==> config.mk <==
export PLATFORM = sky130hd
export DESIGN_NAME = bpe_ctrl
export DESIGN_NICKNAME = d
export VERILOG_FILES = /design/src/rtl/bpe_pkg.sv /design/src/rtl/bpe_ctrl.sv
export SDC_FILE = /design/constraint.sdc
export NUM_CORES = 1
export LEC_CHECK = 0
export BUFFER_PORTS_ARGS = -buffer_cell sky130_fd_sc_hd__buf_4
export CAP_MARGIN = 20
export CORE_ASPECT_RATIO = 1.1
export CORE_MARGIN = 2
export CORE_UTILIZATION = 58
export CTS_BUF_LIST = sky130_fd_sc_hd__clkbuf_16
export CTS_CLUSTER_SIZE = 24
export DETAILED_ROUTE_END_ITERATION = 10
export PLACE_DENSITY = 0.91
export SETUP_SLACK_MARGIN = 0.15
export SYNTH_ARGS = -nofsm -noshare
export SYNTH_HDL_FRONTEND = slang
export SYNTH_SLANG_ARGS = --single-unit
==> constraint.sdc <==
create_clock -name clk -period 7.85 [get_ports clk]
set_input_delay 0.785 -clock clk [delete_from_list [all_inputs] [get_ports clk]]
set_output_delay 0.785 -clock clk [all_outputs]
set_load 0.03 [all_outputs]
==> src/rtl/bpe_pkg.sv <==
// ----------------------------------------------------------------------------
// bpe_pkg: shared types and constants
// Word formats, controller command set and fixed field widths for the
// bivariate polynomial evaluator.
// ----------------------------------------------------------------------------
package bpe_pkg;

	// fixed widths of the arithmetic
	localparam int OP_W   = 48;	// Q31.16 operand / result
	localparam int PROD_W = 96;	// full magnitude product
	localparam int ACC_W  = 56;	// exact sum of saturated terms
	localparam int DIG_W  = 16;	// multiplier digit
	localparam int EXP_W  = 4;	// exponent field, covers degree up to 8
	localparam int FAC_W  = 6;	// derivative factor, up to 8*7
	localparam int ADDR_W = 6;	// coefficient address, up to 45 entries

	// multiplier operand selection
	localparam logic [1:0] OP_POW_X = 2'd0;
	localparam logic [1:0] OP_POW_Y = 2'd1;
	localparam logic [1:0] OP_MONO  = 2'd2;
	localparam logic [1:0] OP_TERM  = 2'd3;

	// result kinds (accumulator index)
	localparam logic [2:0] K_VAL = 3'd0;
	localparam logic [2:0] K_DX  = 3'd1;
	localparam logic [2:0] K_DY  = 3'd2;
	localparam logic [2:0] K_DXX = 3'd3;
	localparam logic [2:0] K_DXY = 3'd4;
	localparam logic [2:0] K_DYY = 3'd5;

	// input word
	typedef struct packed {
		logic               action;
		logic [3:0]         coeff_index;
		logic signed [31:0] coeff_value;
		logic signed [15:0] x_coord;
		logic signed [15:0] y_coord;
	} req_t;

	// result word
	typedef struct packed {
		logic signed [47:0] value;
		logic signed [47:0] d_dx;
		logic signed [47:0] d_dy;
		logic signed [47:0] d_dxx;
		logic signed [47:0] d_dxy;
		logic signed [47:0] d_dyy;
		logic               saturated;
	} rsp_t;

	// controller to datapath
	typedef struct packed {
		logic              load_wr;
		logic              eval_start;
		logic              mul_start;
		logic [1:0]        op;
		logic              pow_wr;
		logic              mono_cap;
		logic              acc_add;
		logic              out_load;
		logic [EXP_W-1:0]  pow_n;
		logic [EXP_W-1:0]  ea;
		logic [EXP_W-1:0]  eb;
		logic [FAC_W-1:0]  fac;
		logic [2:0]        kind;
		logic [ADDR_W-1:0] coef_addr;
	} cmd_t;

	// datapath to controller
	typedef struct packed {
		logic mul_busy;
		logic mul_done;
	} stat_t;

endpackage

==> src/rtl/bpe_ctrl.sv <==
// ----------------------------------------------------------------------------
// bpe_ctrl: evaluator controller
// Handshakes, degree register and the sequence of powers, monomials and
// weighted terms for each evaluation.
// ----------------------------------------------------------------------------
module bpe_ctrl #(
	parameter int MAX_DEGREE = 4
) (
	input  logic            clk,
	input  logic            arst_n,
	input  logic            req_valid,
	output logic            req_stall,
	input  logic            req_action,
	output logic            rsp_valid,
	input  logic            rsp_stall,
	input  logic            cfg_valid,
	output logic            cfg_ready,
	input  logic [2:0]      cfg_data,
	input  bpe_pkg::stat_t  stat,
	output bpe_pkg::cmd_t   cmd
);

	localparam int DW = $clog2(MAX_DEGREE + 1);
	localparam int EW = bpe_pkg::EXP_W;
	localparam int FW = bpe_pkg::FAC_W;

	localparam logic [2:0] S_IDLE      = 3'd0;
	localparam logic [2:0] S_POW_GO    = 3'd1;
	localparam logic [2:0] S_POW_WAIT  = 3'd2;
	localparam logic [2:0] S_CHK       = 3'd3;
	localparam logic [2:0] S_MON_WAIT  = 3'd4;
	localparam logic [2:0] S_TERM_GO   = 3'd5;
	localparam logic [2:0] S_TERM_WAIT = 3'd6;
	localparam logic [2:0] S_FIN       = 3'd7;

	logic [2:0]                  state_q;
	logic [2:0]                  deg_q;
	logic [DW-1:0]               i_q, j_q, n_q;
	logic [2:0]                  kind_q;
	logic                        ysel_q;
	logic [bpe_pkg::ADDR_W-1:0]  addr_q;
	logic                        out_full_q;

	logic [DW-1:0]  deg_eff;
	logic [EW-1:0]  a, b;
	logic [FW-1:0]  fa, fb;
	logic [EW-1:0]  ea_k, eb_k;
	logic [FW-1:0]  fac_k;
	logic           kval, last_term, advance, accept;

	assign deg_eff = (int'(deg_q) > MAX_DEGREE) ? DW'(MAX_DEGREE) : DW'(deg_q);
	assign a  = EW'(i_q) - EW'(j_q);
	assign b  = EW'(j_q);
	assign fa = FW'(a);
	assign fb = FW'(b);

	assign accept    = req_valid && !req_stall;
	assign last_term = (j_q == i_q) && (i_q == deg_eff) && (kind_q == bpe_pkg::K_DYY);
	assign advance   = (state_q == S_CHK && !kval) ||
	                   (state_q == S_TERM_WAIT && stat.mul_done);

	// exponents and factor of the current term kind
	always_comb begin
		kval  = 1'b0;
		ea_k  = a;
		eb_k  = b;
		fac_k = FW'(1);
		unique case (kind_q)
			bpe_pkg::K_VAL: kval = 1'b1;
			bpe_pkg::K_DX: begin
				kval  = (a >= EW'(1));
				ea_k  = a - EW'(1);
				fac_k = fa;
			end
			bpe_pkg::K_DY: begin
				kval  = (b >= EW'(1));
				eb_k  = b - EW'(1);
				fac_k = fb;
			end
			bpe_pkg::K_DXX: begin
				kval  = (a >= EW'(2));
				ea_k  = a - EW'(2);
				fac_k = fa * (fa - FW'(1));
			end
			bpe_pkg::K_DXY: begin
				kval  = (a >= EW'(1)) && (b >= EW'(1));
				ea_k  = a - EW'(1);
				eb_k  = b - EW'(1);
				fac_k = fa * fb;
			end
			bpe_pkg::K_DYY: begin
				kval  = (b >= EW'(2));
				eb_k  = b - EW'(2);
				fac_k = fb * (fb - FW'(1));
			end
			default: ;
		endcase
	end

	// commands to the datapath
	always_comb begin
		cmd.load_wr    = 1'b0;
		cmd.eval_start = 1'b0;
		cmd.mul_start  = 1'b0;
		cmd.op         = bpe_pkg::OP_MONO;
		cmd.pow_wr     = 1'b0;
		cmd.mono_cap   = 1'b0;
		cmd.acc_add    = 1'b0;
		cmd.out_load   = 1'b0;
		cmd.pow_n      = EW'(n_q);
		cmd.ea         = ea_k;
		cmd.eb         = eb_k;
		cmd.fac        = fac_k;
		cmd.kind       = kind_q;
		cmd.coef_addr  = addr_q;
		unique case (state_q)
			S_IDLE: begin
				cmd.load_wr    = accept && !req_action;
				cmd.eval_start = accept && req_action;
			end
			S_POW_GO: begin
				cmd.mul_start = 1'b1;
				cmd.op        = ysel_q ? bpe_pkg::OP_POW_Y : bpe_pkg::OP_POW_X;
			end
			S_POW_WAIT: begin
				cmd.pow_wr = stat.mul_done;
				cmd.op     = ysel_q ? bpe_pkg::OP_POW_Y : bpe_pkg::OP_POW_X;
			end
			S_CHK:       cmd.mul_start = kval;
			S_MON_WAIT:  cmd.mono_cap  = stat.mul_done;
			S_TERM_GO: begin
				cmd.mul_start = 1'b1;
				cmd.op        = bpe_pkg::OP_TERM;
			end
			S_TERM_WAIT: cmd.acc_add  = stat.mul_done;
			S_FIN:       cmd.out_load = !out_full_q || !rsp_stall;
			default: ;
		endcase
	end

	// state and counters
	always_ff @(posedge clk or negedge arst_n) begin
		if (!arst_n) begin
			state_q <= S_IDLE;
			deg_q   <= '0;
			i_q     <= '0;
			j_q     <= '0;
			n_q     <= '0;
			kind_q  <= '0;
			ysel_q  <= 1'b0;
			addr_q  <= '0;
		end else begin
			if (cfg_valid)
				deg_q <= cfg_data;
			if (advance) begin
				if (kind_q == bpe_pkg::K_DYY) begin
					kind_q <= bpe_pkg::K_VAL;
					addr_q <= addr_q + 1'b1;
					if (j_q != i_q)
						j_q <= j_q + 1'b1;
					else begin
						i_q <= i_q + 1'b1;
						j_q <= '0;
					end
				end else
					kind_q <= kind_q + 3'd1;
			end
			unique case (state_q)
				S_IDLE: begin
					if (accept && req_action) begin
						state_q <= S_POW_GO;
						i_q     <= '0;
						j_q     <= '0;
						kind_q  <= bpe_pkg::K_VAL;
						addr_q  <= '0;
						n_q     <= DW'(1);
						ysel_q  <= 1'b0;
					end
				end
				S_POW_GO: state_q <= S_POW_WAIT;
				S_POW_WAIT: begin
					if (stat.mul_done) begin
						if (!ysel_q) begin
							ysel_q  <= 1'b1;
							state_q <= S_POW_GO;
						end else if (int'(n_q) == MAX_DEGREE) begin
							state_q <= S_CHK;
						end else begin
							ysel_q  <= 1'b0;
							n_q     <= n_q + 1'b1;
							state_q <= S_POW_GO;
						end
					end
				end
				S_CHK: begin
					if (kval)
						state_q <= S_MON_WAIT;
					else if (last_term)
						state_q <= S_FIN;
				end
				S_MON_WAIT: if (stat.mul_done) state_q <= S_TERM_GO;
				S_TERM_GO:  state_q <= S_TERM_WAIT;
				S_TERM_WAIT: begin
					if (stat.mul_done)
						state_q <= last_term ? S_FIN : S_CHK;
				end
				S_FIN: if (!out_full_q || !rsp_stall) state_q <= S_IDLE;
				default: state_q <= S_IDLE;
			endcase
		end
	end

	// result word held until taken
	always_ff @(posedge clk or negedge arst_n) begin
		if (!arst_n)
			out_full_q <= 1'b0;
		else
			out_full_q <= cmd.out_load || (out_full_q && rsp_stall);
	end

	assign req_stall = (state_q != S_IDLE);
	assign rsp_valid = out_full_q;
	assign cfg_ready = 1'b1;

	// the shared multiplier is only started when free
	a_mul_free: assert property (@(posedge clk) disable iff (!arst_n)
		cmd.mul_start |-> !stat.mul_busy)
		else $error("multiplier started while busy");

	// a finished result never overwrites one still waiting
	a_no_overwrite: assert property (@(posedge clk) disable iff (!arst_n)
		cmd.out_load |-> !(out_full_q && rsp_stall))
		else $error("result overwritten");

	// an accepted evaluation leaves idle
	a_eval_busy: assert property (@(posedge clk) disable iff (!arst_n)
		(accept && req_action) |=> (state_q == S_POW_GO))
		else $error("evaluation not started");

	// a load never starts work
	a_load_idle: assert property (@(posedge clk) disable iff (!arst_n)
		(accept && !req_action) |=> (state_q == S_IDLE))
		else $error("load left idle");

endmodule

==> Word-level counts from Yosys, hierarchy flattened <==
Cells that the tools add are included.
Widths: inputs -> output; s select.
{ "word_totals": {"reg_bits": 26, "input_bits": 11, "wordCells": 132, "output_inout_bits": 39} }
{ "op_classes": {"reduce_logical": 28, "n_eq_ne": 24, "n_mux": 51, "n_addsub": 12, "order_cmp": 5, "n_mul": 3} }
{ "ops": {"columns": ["cell", "n"], "rows": [
  ["$mux 3", 26],
  ["$pmux 6 s5", 1],
  ["$mux 6", 4],
  ["$pmux 3 s8", 1],
  ["$eq 3x3->1 const B", 7],
  ["$pmux 4 s2", 2],
  ["$ne 2x2->1 const B", 7],
  ["$add 3x1->3 const B", 4],
  ["$eq 3x2->1 const B", 4],
  ["$logic_and 1x1->1", 9],
  ["$mux 1", 9],
  ["$reduce_or 2->1", 4],
  ["$sub 3x1->4 const B", 2],
  ["$add 6x1->6 const B", 1],
  ["$eq 3x1->1 const B", 2],
  ["$eq 3x3->1", 2],
  ["$logic_not 3->1", 2],
  ["$mul 4x3->6", 1],
  ["$mul 4x4->6", 1],
  ["$mul 4x6->6", 1],
  ["$mux 2", 3],
  ["$pmux 1 s6", 1],
  ["$pmux 3 s2", 1],
  ["$reduce_and 6->1", 1],
  ["other kinds (20)", 27]
]} }

==> Depth between registers and ports, before layout <==
Gate-level depths: netlist of the first run.
{ "logic_depth": {"word_depth": 10, "mapped_depth": 18, "mapped_depth_nobuf": 18} }

==> Worst setup path before layout of the first run <==
No wires, ideal clock.
{ "synth_path": {"path_type": "register to output", "start": "register j_q[1]", "end": "output cmd[14] in the netlist's numbering", "slack_ps": 2328, "path_buffers": 2, "stages_incl_launch_ff": 17, "t_required_ps": 7065, "arrival_time_ps": 4737, "path_cell_list": "dfrtp_1 > clkbuf_1 > inv_1 > fa_1 > clkbuf_1 > inv_1 > ha_1 > inv_1 > ha_1 > fa_1 > fa_1 > ha_1 > a21oi_1 > xnor2_1 > xnor2_1 > xnor2_1 > o21ai_0"} }
{ "synth_lines": {"columns": ["element", "line_no", "source"], "rows": [
  ["start, declared", "bpe_ctrl.sv:38", "logic [DW-1:0] i_q, j_q, n_q;"],
  ["start signal, assigned", "bpe_ctrl.sv:160", "j_q <= j_q + 1'b1;"],
  ["end, declared", "bpe_ctrl.sv:20", "output bpe_pkg::cmd_t cmd"]
]} }

==> results of run 1 <==
[cells by family (layout without fill, tap and decap cells)]
| logic type | after synthesis | in the layout | synth area share [%] |
|---|---|---|---|
| AO/OA/AOI/OAI | 95 | 95 | 19.98 |
| XOR/XNOR | 19 | 19 | 5.578 |
| adder cells (fa/ha/maj) | 55 | 55 | 24.72 |
| buffers and inverters | 53 | 83 | 6.661 |
| flip-flops | 26 | 26 | 20.87 |
| multiplexers | 8 | 8 | 2.649 |
| other | 2 | 2 | 0.2409 |
| AND/OR/NAND/NOR | 126 | 126 | 19.30 |
[final cells by class]
type / instances / share of cell area, %
tap: 75 / 2.622
clock buffer: 3 / 2.098
inverter: 32 / 3.357
sequential: 26 / 18.18
multi-input combinational: 305 / 63.15
timing repair buffer: 47 / 9.755
clock inverter: 1 / 0.8392
[routing by layer]
| metal | vias up | share of wire (%) | global-route usage (%) |
|---|---|---|---|
| li1 | 1402 | - | - |
| met2 | 116 | 49 | 45.63 |
| met4 | 0 | 3.6 | 13.09 |
| met3 | 28 | 5.0 | 2.233 |
| met5 | - | 0 | 0 |
| met1 | 1396 | 43 | 33.05 |
[through the flow]
stage / std cells / utilization (%)
after global placement: 484 / 65.59
final: 489 / 67.64
after global routing: 489 / 67.64
after detailed placement: 485 / 65.66
after floorplan: 384 / -
after CTS: 489 / 67.64
[power by group through the flow]
stage	Sequential, mW	Combinational, mW	Clock (mW)
after floorplan	0.272	0.837	0
after global placement	0.281	1.12	0
after detailed placement	0.283	1.16	0
after CTS	0.282	1.17	0.151
after global routing	0.297	1.28	0.155
final	0.285	1.18	0.150
[registers in the layout, indices dropped and copies added, names as in the netlist]
| register | flops |
|---|---|
| ysel_q | 1 |
| i_q | 3 |
| addr_q | 6 |
| kind_q | 3 |
| state_q | 3 |
| rsp_valid | 1 |
| j_q | 3 |
| deg_q | 3 |
| n_q | 3 |
[synth_stat cells (3+ instances only)]
| cell type | instances |
|---|---|
| sky130_fd_sc_hd__a21oi_1 | 22 |
| sky130_fd_sc_hd__xor2_1 | 4 |
| sky130_fd_sc_hd__or4_1 | 4 |
| sky130_fd_sc_hd__ha_1 | 44 |
| sky130_fd_sc_hd__nand2b_1 | 6 |
| sky130_fd_sc_hd__mux2i_1 | 6 |
| sky130_fd_sc_hd__nand3_1 | 11 |
| sky130_fd_sc_hd__inv_1 | 31 |
| sky130_fd_sc_hd__nand2_1 | 39 |
| sky130_fd_sc_hd__or2_2 | 3 |
| sky130_fd_sc_hd__fa_1 | 11 |
| sky130_fd_sc_hd__o31ai_1 | 8 |
| sky130_fd_sc_hd__nand4_1 | 4 |
| sky130_fd_sc_hd__a21o_1 | 5 |
| sky130_fd_sc_hd__and2_1 | 3 |
| sky130_fd_sc_hd__a22oi_1 | 4 |
| sky130_fd_sc_hd__o221ai_1 | 4 |
| sky130_fd_sc_hd__xnor2_1 | 14 |
| sky130_fd_sc_hd__dfrtp_1 | 26 |
| sky130_fd_sc_hd__o21ai_0 | 25 |
| sky130_fd_sc_hd__clkbuf_1 | 16 |
| sky130_fd_sc_hd__nor2_1 | 34 |
| sky130_fd_sc_hd__a221oi_1 | 3 |
| sky130_fd_sc_hd__nor3_1 | 5 |
| sky130_fd_sc_hd__or3_1 | 5 |
| sky130_fd_sc_hd__nor2b_1 | 5 |
[final timing paths]
path                       startpoint  depth (start not counted)         to
hold reg to reg             rsp_valid                          2  rsp_valid
setup / recovery               j_q[1]                         17    cmd[14]
hold / removal                 arst_n                          1  addr_q[5]
max in group asynchronous      arst_n                          1     i_q[2]
min in group clk            rsp_valid                          2  rsp_valid
setup reg to reg               j_q[1]                          9  addr_q[5]
==> results, run 1 <==
- The cell count after synthesis came out at 384.
- In this run the cell area measured after placement is 3473 µm².
- The count of antenna-violating nets left after detailed routing is 0.
- For the worst setup path, the data required time is 7.07 ns.
- Timing would allow up to 169.4 MHz.
- Measured along the x axis, the die boundary spans 73.91 µm.
- For the pin with the worst max-slew slack, the measured transition is 0.7541 ns.
- Summing over every cut layer, the via total after detailed routing is 2942.
- The region available for standard cell placement spans 5290 µm².
- sky130_fd_sc_hd__dfrtp_1 takes more of the synthesized area than any other cell.
- The type of the tightest min-delay check is input pin to async pin.
- The internal power is 0.7378 mW.
- The number of nets handed over by synthesis was 450.
- The cell family contributing the most delay on the critical path is adder cells.
- Data on the critical path arrives at its endpoint at 5.12 ns.
- Dividing total power by cell area gives a power density of 451.0 nW/µm².
- After synthesis, the largest area contributor takes up 20.87% of total cell area.
- The number of sinks handled by clock tree synthesis is 26.
- The static leakage power is between 1.5 and 2 nW.
- The critical path goes through inv_1 > fa_1 > xnor2_2 > clkinv_1 > ha_1 > inv_1 > fa_1 > inv_1 > fa_1 > ha_1 > a21o_1 > a21oi_1 > xnor2_1 > xnor2_1 > xnor2_1 > o21ai_0 > buf_4.
- The number of rows in the core area is 28.
- The count of hold-fix buffers inserted at cts is 0.
- Once the clock tree was built, the resizer swapped 0 gates to a different size.
- The floorplan die area is between 5000 and 6000 µm².
- The area growth from synthesis to layout is 14.77%.
- The via count of the first global-routing pass was 2824.
- The library cell used most frequently in the layout, excluding fill and tap cells, is sky130_fd_sc_hd__buf_4.
- The final estimated routing congestion in global placement is between 0.9 and 1.
- The fraction of power consumed by combinational cells is 73.0%.
- STA classifies the critical path startpoint as a register.
- The number of primary I/O pins is 50.
- Entering global routing, the biggest net connects 27 pins.
- The tightest slew margin relative to the limit is between 40 and 50%.
- Across every metal layer, demand over resource in global routing totals 26.51%.
- The proportion of power drawn by flip-flops and latches is 17.7%.
- The number of warnings issued by yosys is 0.
- Averaged over all synthesized cells, the footprint is 8.120 µm².
- The initial antenna violation count came to 0.
- The portion of the post-synthesis area used by sequential elements is 20.87%.
- The number of buffers and inverters on the critical path is 5.
- Of the total power, the clock network draws 9.3%.
- The area used by multi-input combinational logic is 2260 µm².
- The register-to-register setup slack is just under 4 ns.
- The worst setup slack before clock tree synthesis is 2.284 ns.
- The overall power of the completed layout is ~1.6 mW.
- In this run the worst path has a maximum fanout of 13.
- The flow ran to the end, and the final reports show no timing, DRC or antenna violations.
- The average detailed-routed wire length per instance is between 15 and 20 µm.
- The library cells used most frequently in the layout, excluding fill and tap cells, are sky130_fd_sc_hd__buf_4, sky130_fd_sc_hd__ha_1, sky130_fd_sc_hd__nand2_1.
- The number of buffers added by the clock tree synthesis step is 3.
- In this run the number of H-tree levels came out at 1.
- The total of buffers placed on input and output ports is 46.
- The final global-route overflow total is 0.
- STA classifies the critical path endpoint as an output pin.
- The global-route wire length before repair is ~13000 µm.
- Once the floorplan was initialized, standard cells occupied between 50 and 60% of the core.
- After detailed routing, the number of remaining DRC violations is 0.
- The finished layout cell area is between 3000 and 4000 µm².
- Counting along the longest clock path gives a buffer depth of 2.
- Max-cap violations in this run came to 0.
- The fraction of registers with async set/reset is 100.0%.
- The count of distinct cell types in the synthesized netlist is 57.
- The first detailed-routing pass took 4 iterations.
- The setup path with the least slack is of type register to output pin.
- The later pin in the worst-skew pair is clocked with a latency of 0.26 ns.
- Once the clock tree was built, the setup fixing pass inserted 0 buffers.
- The count of final hold-check violations was 0.
- The worst path uses 75.21% of the clock period.
- The routed wire length is 7618 µm.
- The clock period minus worst slack is between 5 and 6 ns.
- Clock skew on the completed layout was measured at between 0.004 and 0.005 ns.
- The sequential cells in the finished layout cover a total of 650.6 µm².
- By area the synthesized netlist is led by sky130_fd_sc_hd__dfrtp_1, sky130_fd_sc_hd__ha_1, sky130_fd_sc_hd__fa_1.
- The total standard cell area after synthesis is approximately 3100 µm².
- The via count normalized by instance count is 6.016.
- The cell with the largest stage delay on the worst path is sky130_fd_sc_hd__dfrtp_1.
- The count of inserted antenna diode cells is 0.
- The buffer type at the clock tree root is sky130_fd_sc_hd__clkbuf_16.
- The HPWL after detailed placement is between 5000 and 6000 µm.
- In this run switching power makes up 54.29% of total power.
- The worst slack on hold paths is approximately 0.42 ns.
- In this run the power spent charging and discharging nets is around 0.88 mW.
- Setup slack closes at 1.946 ns.
- The setup TNS is 0 ns.
- The post-route netlist has between 10% and 20% of its cells at a drive strength greater than 1.
- After clock tree synthesis, the clock-pin slew on the worst setup and hold paths is ~0.070 ns.
- The number of slew-limit violations in the final report is 0.
- For this run, the leading register cell type out of synthesis is sky130_fd_sc_hd__dfrtp_1.
- Setup repair after global routing left no endpoint under its margin.
- TritonCTS built the clock tree.
- The final net count is 481.
- From bottom edge to top edge, the die measures 80.90 µm.
- After filler insertion, the fill cell instance count of the layout stands at 431.
- In this run, synthesis produced a sequential element count of 26.
- The critical path's largest stage delay is 0.61 ns.
- For this block, the initial DRC count from the detailed router was 216.
- The final setup violation count is 0.
- The number of enable flip-flop cells after synthesis is 0.
- IR analysis of the VDD net gives a maximum drop of roughly 0.26 mV.
No activity file was read; power rests on OpenSTA's default activity.
==> run 2: changes to the inputs <==
--- a/config.mk
+++ b/config.mk
@@ -9,11 +9,11 @@
 export CAP_MARGIN = 20
 export CORE_ASPECT_RATIO = 1.1
 export CORE_MARGIN = 2
-export CORE_UTILIZATION = 58
+export CORE_UTILIZATION = 53
 export CTS_BUF_LIST = sky130_fd_sc_hd__clkbuf_16
 export CTS_CLUSTER_SIZE = 24
 export DETAILED_ROUTE_END_ITERATION = 10
-export PLACE_DENSITY = 0.91
+export PLACE_DENSITY = 0.87
 export SETUP_SLACK_MARGIN = 0.15
 export SYNTH_ARGS = -nofsm -noshare
 export SYNTH_HDL_FRONTEND = slang
==> constraint.sdc (replaced) <==
create_clock -name clk -period 5.4 [get_ports clk]
set_input_delay 0.54 -clock clk [delete_from_list [all_inputs] [get_ports clk]]
set_output_delay 0.54 -clock clk [all_outputs]
set_load 0.03 [all_outputs]
==> results, run 2 (synthesis results as in run 1) <==
- VDD sags by at most 0.4852 mV.
- The maximum clock skew at final layout is 0.005598 ns.
- The via count of the first global-routing pass is 2908.
- Setup repair after global routing left no endpoint under its margin.
- In the routed design, unresolved DRC markers number 0.
- In this run the clock root is driven by a sky130_fd_sc_hd__clkbuf_16.
- During placement, the flow inserted port buffers numbering 46.
- The floorplan die area is approximately 6500 µm².
- The clock latency of the later-clocked register in the worst-skew pair is 0.26 ns.
- In this run the core area contains 29 standard-cell rows.
- The first-pass iteration count of the detailed router is 5.
- The final setup violation count is 0.
- The startpoint identified for the worst register-to-register timing path is i_q[0].
- The area after detailed placement is 3547 µm².
- The number of slew-limit violations in the final report is 0.
- The final net count is about 500.
- The run finished with clean final reports.
- The final estimated routing congestion in global placement is 0.9667.
- The flip-flop count of the largest register after layout is 6.
- The type of the worst setup path is register to output pin.
- The endpoint identified for the worst register-to-register timing path is addr_q[5].
- The global-route wire length before repair is 13240 µm.
- After routing, the total negative slack on setup checks comes to 0 ns.
- TritonCTS built the clock tree.
- Dividing the detail-routed wire length by the instance count gives 15.41 µm.
- From synthesis to final layout, the design area changed by 18.78%.
- The largest fanout on the critical path is 8.
- The level count of the clock H-tree is 1.
- Measured in cells, the most critical reg-to-reg path has a length of 12.
- The routed wire length is 7812 µm.
- The worst setup path is launched from a register.
- At the pin with the least slew margin, the transition time is 0.7055 ns.
- Counting along the longest clock path gives a buffer depth of 2.
- In the global route stage, met1 resource usage came out at 30.63%.
- The initial antenna violation count was 0.
- For met2 alone, demand over resource in global routing was between 40% and 50%.
- In this run, CTS created clock tree buffers numbering 3.
- The number of primary I/O pins is 50.
- In the layout the commonest cells are sky130_fd_sc_hd__buf_4, sky130_fd_sc_hd__ha_1, sky130_fd_sc_hd__nand2_1.
- Clock-pin slew was measured on the worst setup and hold paths at ~0.070 ns.
- The worst endpoint data arrival time is 4.40 ns.
- The fraction of layout instances using a drive strength above 1 is 17.91%.
- The die width is 77.13 µm.
- Cells fill 64.60% of the core in the end.
- The count of final hold-check violations is 0.
- The finished layout cell area is about 3700 µm².
- The end of the critical path is cmd[14].
- The type of the tightest min-delay check is input pin to async pin.
- For this configuration, the core starts out at a cell density of 54.39%.
- The count of hold-fix buffers inserted at cts is 0.
- The count of antenna-violating nets left after detailed routing is 0.
- Dividing the detail-routed via count by the number of cells gives 5.858.
- The clock period minus worst slack is 4.938 ns.
- The peak-usage layer in the global routing report is met2.
- Measured against its own limit, the worst slew margin works out to 51.75%.
- Timing would allow up to around 200 MHz.
- The library cell used most frequently in the layout, excluding fill and tap cells, is sky130_fd_sc_hd__buf_4.
- Summed over all layers, the global routing overflow is 0.
- The worst setup path is captured at an output pin.
- Summing over every cut layer, the via total after detailed routing is 2970.
- The detailed router's first-iteration violation count is between 200 and 300.
- Data on the critical path is required at its endpoint by 4.86 ns.
- For this run, global-route usage on met3 was measured as ~1.5%.
- The ratio of total power to cell area is 650.5 nW/µm².
- For this design the static power due to leakage is 1.854 nW.
- The worst setup path startpoint is i_q[0].
- Max-cap violations in this run came to 0.
- The pin count of the biggest net entering global routing is 27.
- The count of inserted antenna diode cells is 0.
- Dividing the final minimum period by the clock period gives 91.44%.
- For flop-to-flop paths, the worst setup slack is ~1.9 ns.
- Detailed placement ended at an HPWL of 5860 µm.
- The register with the most flip-flops is addr_q.
- The clock net in this run drives a total of 26 sinks.
- The die span in y is 84.45 µm.
- The overall global routing resource usage is 24.12%.
- The standard cell core area is 5733 µm².
-- run 2: cell count changes in the layout (fill, tap and decap cells not counted) --
cell                       change
sky130_fd_sc_hd__fa_2          +1
sky130_fd_sc_hd__o21ai_0       -1
sky130_fd_sc_hd__clkbuf_1      +1
sky130_fd_sc_hd__buf_4        +16
sky130_fd_sc_hd__fa_1          -1
sky130_fd_sc_hd__o21ai_1       +1
sky130_fd_sc_hd__buf_1         -1
-- run 2: what timing repair did --
item / CTS / global route
endpoints found under the setup margin: 0 / 1
buffers inserted: 0 / 6
resized for setup: 0 / 1
-- run 2: worst max-delay path, cell delays in order, from the launching register on --
cell and delay, ns:
sky130_fd_sc_hd__dfrtp_1 0.39, sky130_fd_sc_hd__inv_1 0.11, sky130_fd_sc_hd__ha_1 0.17, sky130_fd_sc_hd__inv_1 0.06
sky130_fd_sc_hd__fa_2 0.65, sky130_fd_sc_hd__buf_4 0.15, sky130_fd_sc_hd__inv_1 0.04, sky130_fd_sc_hd__ha_1 0.20
sky130_fd_sc_hd__inv_1 0.06, sky130_fd_sc_hd__ha_1 0.16, sky130_fd_sc_hd__fa_1 0.44, sky130_fd_sc_hd__fa_1 0.49
sky130_fd_sc_hd__ha_1 0.31, sky130_fd_sc_hd__a21oi_1 0.18, sky130_fd_sc_hd__xnor2_1 0.17, sky130_fd_sc_hd__xnor2_1 0.16
sky130_fd_sc_hd__xnor2_1 0.10, sky130_fd_sc_hd__o21ai_1 0.13, sky130_fd_sc_hd__buf_4 0.18
-- run 2: worst min path at each step --
stage | startpoint | to | slack, ns | depth (start not counted)
2_1_floorplan | arst_n | addr_q[0] | 0.24 | 0
3_3_place_gp | arst_n | addr_q[5] | 0.47 | 1
3_5_place_dp | arst_n | n_q[2] | 0.47 | 1
4_1_cts | arst_n | n_q[2] | 0.19 | 1
5_1_grt | arst_n | n_q[0] | 0.20 | 1
6_report | arst_n | n_q[2] | 0.18 | 1
-- run 2: through the flow --
| stage | setup WS, ns | cells | power (mW) | hold WS (ns) |
|---|---|---|---|---|
| after detailed placement | 0.5192 | 496 | 2.147 | 0.4722 |
| after global placement | 0.6255 | 496 | 2.107 | 0.4669 |
| final | 0.4625 | 507 | 2.409 | 0.1761 |
| after floorplan | 0.3483 | 384 | 1.614 | 0.2444 |
| after global routing | 0.1618 | 507 | 2.607 | 0.1964 |
| after CTS | 0.2332 | 500 | 2.371 | 0.1918 |
-- run 2: layout make-up --
cell class	instances	area (µm²)
multi-input combinational	305	2262
sequential	26	650.6
fill	502	2029
inverter	32	120.1
tap	77	96.34
timing repair buffer	63	469.2
clock buffer	3	75.07
clock inverter	1	30.03
-- run 2: report_power, final --
part	switching, mW	internal, mW
sequential	0.145	0.258
clock	0.0668	0.147
combinational	1.07	0.723
total	1.28	1.13
-- run 2: layer usage --
layer / vias to the layer above / routed length, µm
met5: - / 0
met4: 0 / 93
met2: 95 / 4057
li1: 1435 / -
met3: 11 / 347
met1: 1429 / 3313
==> run 3: changes to the inputs <==
--- a/config.mk
+++ b/config.mk
@@ -7,13 +7,14 @@
 export LEC_CHECK = 0
 export BUFFER_PORTS_ARGS = -buffer_cell sky130_fd_sc_hd__buf_4
 export CAP_MARGIN = 20
-export CORE_ASPECT_RATIO = 1.1
+export CORE_ASPECT_RATIO = 1.75
 export CORE_MARGIN = 2
-export CORE_UTILIZATION = 53
+export CORE_UTILIZATION = 33
 export CTS_BUF_LIST = sky130_fd_sc_hd__clkbuf_16
 export CTS_CLUSTER_SIZE = 24
 export DETAILED_ROUTE_END_ITERATION = 10
-export PLACE_DENSITY = 0.87
+export GPL_TIMING_DRIVEN = 0
+export PLACE_DENSITY = 0.62
 export SETUP_SLACK_MARGIN = 0.15
 export SYNTH_ARGS = -nofsm -noshare
 export SYNTH_HDL_FRONTEND = slang
==> results, run 3 (synthesis results as in run 1) <==
- The run finished with clean final reports.
- The maximum clock skew at final layout is 0.004086 ns.
- The level count of the clock H-tree is 1.
- The post-route netlist has around 20% of its cells at a drive strength greater than 1.
- The layout-stage area growth over the synthesis result is 23.88%.
- The share of power burned in the clock network is a little under 9%.
- The area of all sequential standard cells is between 600 and 700 µm².
- In this run the worst path has a maximum fanout of 10.
- The vias after detailed routing is about 3.0k.
- The worst reg2reg path startpoint is kind_q[1].
- By startpoint and endpoint, the worst setup path is classified as register to output pin.
- During placement, the flow inserted port buffers numbering 46.
- Global routing used 17.19% of the available tracks.
- The clock period minus worst slack is a little over 5 ns.
- The type of the tightest min-delay check is input pin to async pin.
- The number of slew-limit violations in the final report came to 0.
- Once detail routing completed, the nets flagged for antenna violations numbered 0.
- The pin count of the biggest net entering global routing is 27.
- The clock transition at the register clock pins on the worst setup and hold paths after CTS is 0.07 ns.
- Leaving out fill and tap cells, the most frequent cell in the layout is sky130_fd_sc_hd__buf_4.
- The number of max-cap violations is 0.
- In this run the horizontal extent of the chip is slightly below 80 µm.
- The actual transition at the worst max-transition pin is around 0.56 ns.
- The via count normalized by instance count is 5.246.
- The via count of the first global-routing pass is roughly 3k.
- The setup TNS is 0 ns.
- The floorplan die area is 10270 µm².
- The worst setup slack before clock tree synthesis is -0.3158 ns.
- The kind of capture point of the worst setup path is an output pin.
- The worst-case IR drop observed on VDD is ~0.37 mV.
- The die span in y is 132.6 µm.
- STA puts the critical path data required time at 4.86 ns.
- The detailed router's first-iteration violation count is 180.
- Summed over all nets, the half-perimeter wirelength after detailed placement is 7087 µm.
- The number of primary I/O pins is 50.
- Combinational logic burns 77.8% of the power.
- Summed over all cells, the static leakage comes to 1.867 nW.
- The ratio of total power to cell area is 645.3 nW/µm².
- The number of buffers between clock root and the deepest sink is 2.
- For this run, the post-layout net count is 511.
- The first-pass iteration count of the detailed router is 4.
- The analysis attributes to net switching a power of 1.328 mW.
- The global-route wire length before repair is 14450 µm.
- The buffer type at the clock tree root is sky130_fd_sc_hd__clkbuf_16.
- The register with the most flip-flops in the layout has 6 of them.
- The top achievable clock speed is 198.1 MHz.
- Setup repair after global routing left no endpoint under its margin.
- The internal power is between 1 and 1.5 mW.
- In this run the standard cell core region covers 9350 µm².
- The clock net in this run drives a total of 26 sinks.
- TritonCTS built the clock tree.
- After clock tree synthesis, the flow added hold-fix buffers numbering 0.
- Data arrives at the worst endpoint at 4.51 ns.
- Wires add up to 8843 µm.
- In this run, CTS created clock tree buffers numbering 3.
- The total overflow left after global routing is 0.
- For this run, design rule violations remaining after detail routing come to 0.
- In the final routed layout, each cell accounts on average for 15.62 µm.
- More flip-flops sit in one register than any other, and that register is addr_q.
- The final period utilization is 93.46%.
- The number of inserted filler cells in the final layout is 949.
- The clock reaches the later pin of the worst-skew pair after 0.26 ns.
- The initial antenna violation count is 0.
- The end of the worst register-to-register path is kind_q[1].
- The area used by multi-input combinational logic is 2293 µm².
- The count of final hold-check violations is 0.
- Net switching is 53.29% of the power.
- The minimum setup slack in the final design is 0.3530 ns.
- Setup slack on the worst reg-to-reg path comes out at between 1.5 and 2 ns.
- Setup violations remaining at the end of the flow were counted as 0.
- The starting utilization of the core area is 33.35%.
- The number of rows in the core area is 47.
- The type of origin of the critical path is a register.
- The completed layout was analyzed and its total power is 2.493 mW.
- Registers are responsible for 13.5% of the overall power.
- The count of inserted antenna diode cells is 0.
- The count of cells along the worst register-to-register path is 11.
- In this run the tightest slew margin relative to its limit is 62.11%.
- In the layout the commonest cells are sky130_fd_sc_hd__buf_4, sky130_fd_sc_hd__ha_1, sky130_fd_sc_hd__nand2_1.
- The final estimated routing congestion in global placement is approximately 0.9.
-- run 3: cell types whose count changed in the layout (fill, tap and decap cells not counted), sizes merged --
cell | before | now
clkbuf | 4 | 18
clkinvlp | 0 | 2
inv | 31 | 29
-- run 3: layout make-up --
cell class                      count  share of cell area [%]
Clock inverter                      1                  0.7775
Inverter                           32                   3.434
Multi-Input combinational cell    305                   59.38
Sequential cell                    26                   16.91
Buffer                             21                   2.818
Tap cell                          122                   3.952
Timing Repair Buffer               56                   10.79
Clock buffer                        3                   1.944
-- run 3: routing by layer --
layer / vias up / wire length [µm] / GRT usage [%]
met3: 20 / 253 / 1.228
li1: 1461 / - / -
met2: 69 / 4982 / 33.96
met4: 0 / 289 / 7.242
met5: - / 0 / 0
met1: 1419 / 3319 / 18.10
-- run 3: worst max path at each step --
stage,cells after the start,end,startpoint
global placement,17,cmd[14],j_q[1]
CTS,17,cmd[14],j_q[1]
finish,15,cmd[14],j_q[2]
floorplan,16,cmd[14],j_q[1]
global route,18,cmd[14],i_q[0]
detailed placement,17,cmd[14],j_q[1]
-- run 3: worst max-delay path, stage by stage (launching register included) --
cell and delay [ns]:
sky130_fd_sc_hd__dfrtp_1 0.40, sky130_fd_sc_hd__clkbuf_4 0.25, sky130_fd_sc_hd__clkinvlp_4 0.21, sky130_fd_sc_hd__ha_2 0.38
sky130_fd_sc_hd__and3b_2 0.28, sky130_fd_sc_hd__or2_2 0.36, sky130_fd_sc_hd__nor2_1 0.16, sky130_fd_sc_hd__fa_1 0.47
sky130_fd_sc_hd__fa_1 0.52, sky130_fd_sc_hd__ha_1 0.33, sky130_fd_sc_hd__a21oi_2 0.16, sky130_fd_sc_hd__xnor2_1 0.14
sky130_fd_sc_hd__xnor2_1 0.15, sky130_fd_sc_hd__xnor2_1 0.11, sky130_fd_sc_hd__o21ai_1 0.13, sky130_fd_sc_hd__buf_4 0.18
-- run 3: per-stage QoR --
| step | cell area, µm² | util [%] | std cells | hold slack, ns |
|---|---|---|---|---|
| floorplan | 3118 | - | 384 | 0.2444 |
| global placement | 3616 | 38.67 | 552 | 0.4702 |
| detailed placement | 3620 | 38.71 | 553 | 0.4727 |
| CTS | 3787 | 40.51 | 558 | 0.1888 |
| global route | 3862 | 41.31 | 566 | 0.2036 |
| finish | 3862 | 41.31 | 566 | 0.1723 |
-- run 3: what timing repair did --
| item | in CTS | in global routing |
|---|---|---|
| pin swaps | 0 | 3 |
| buffers inserted | 1 | 8 |
| gates cloned | 0 | 0 |
| resized for setup | 18 | 7 |
| endpoints found under the setup margin | 3 | 1 |
-- run 3: power by group through the flow --
stage,clock (mW),combinational [mW],sequential (mW)
finish,0.217,1.94,0.335
global route,0.227,2.13,0.344
CTS,0.221,1.90,0.340
detailed placement,0,1.85,0.343
global placement,0,1.83,0.339
floorplan,0,1.22,0.396
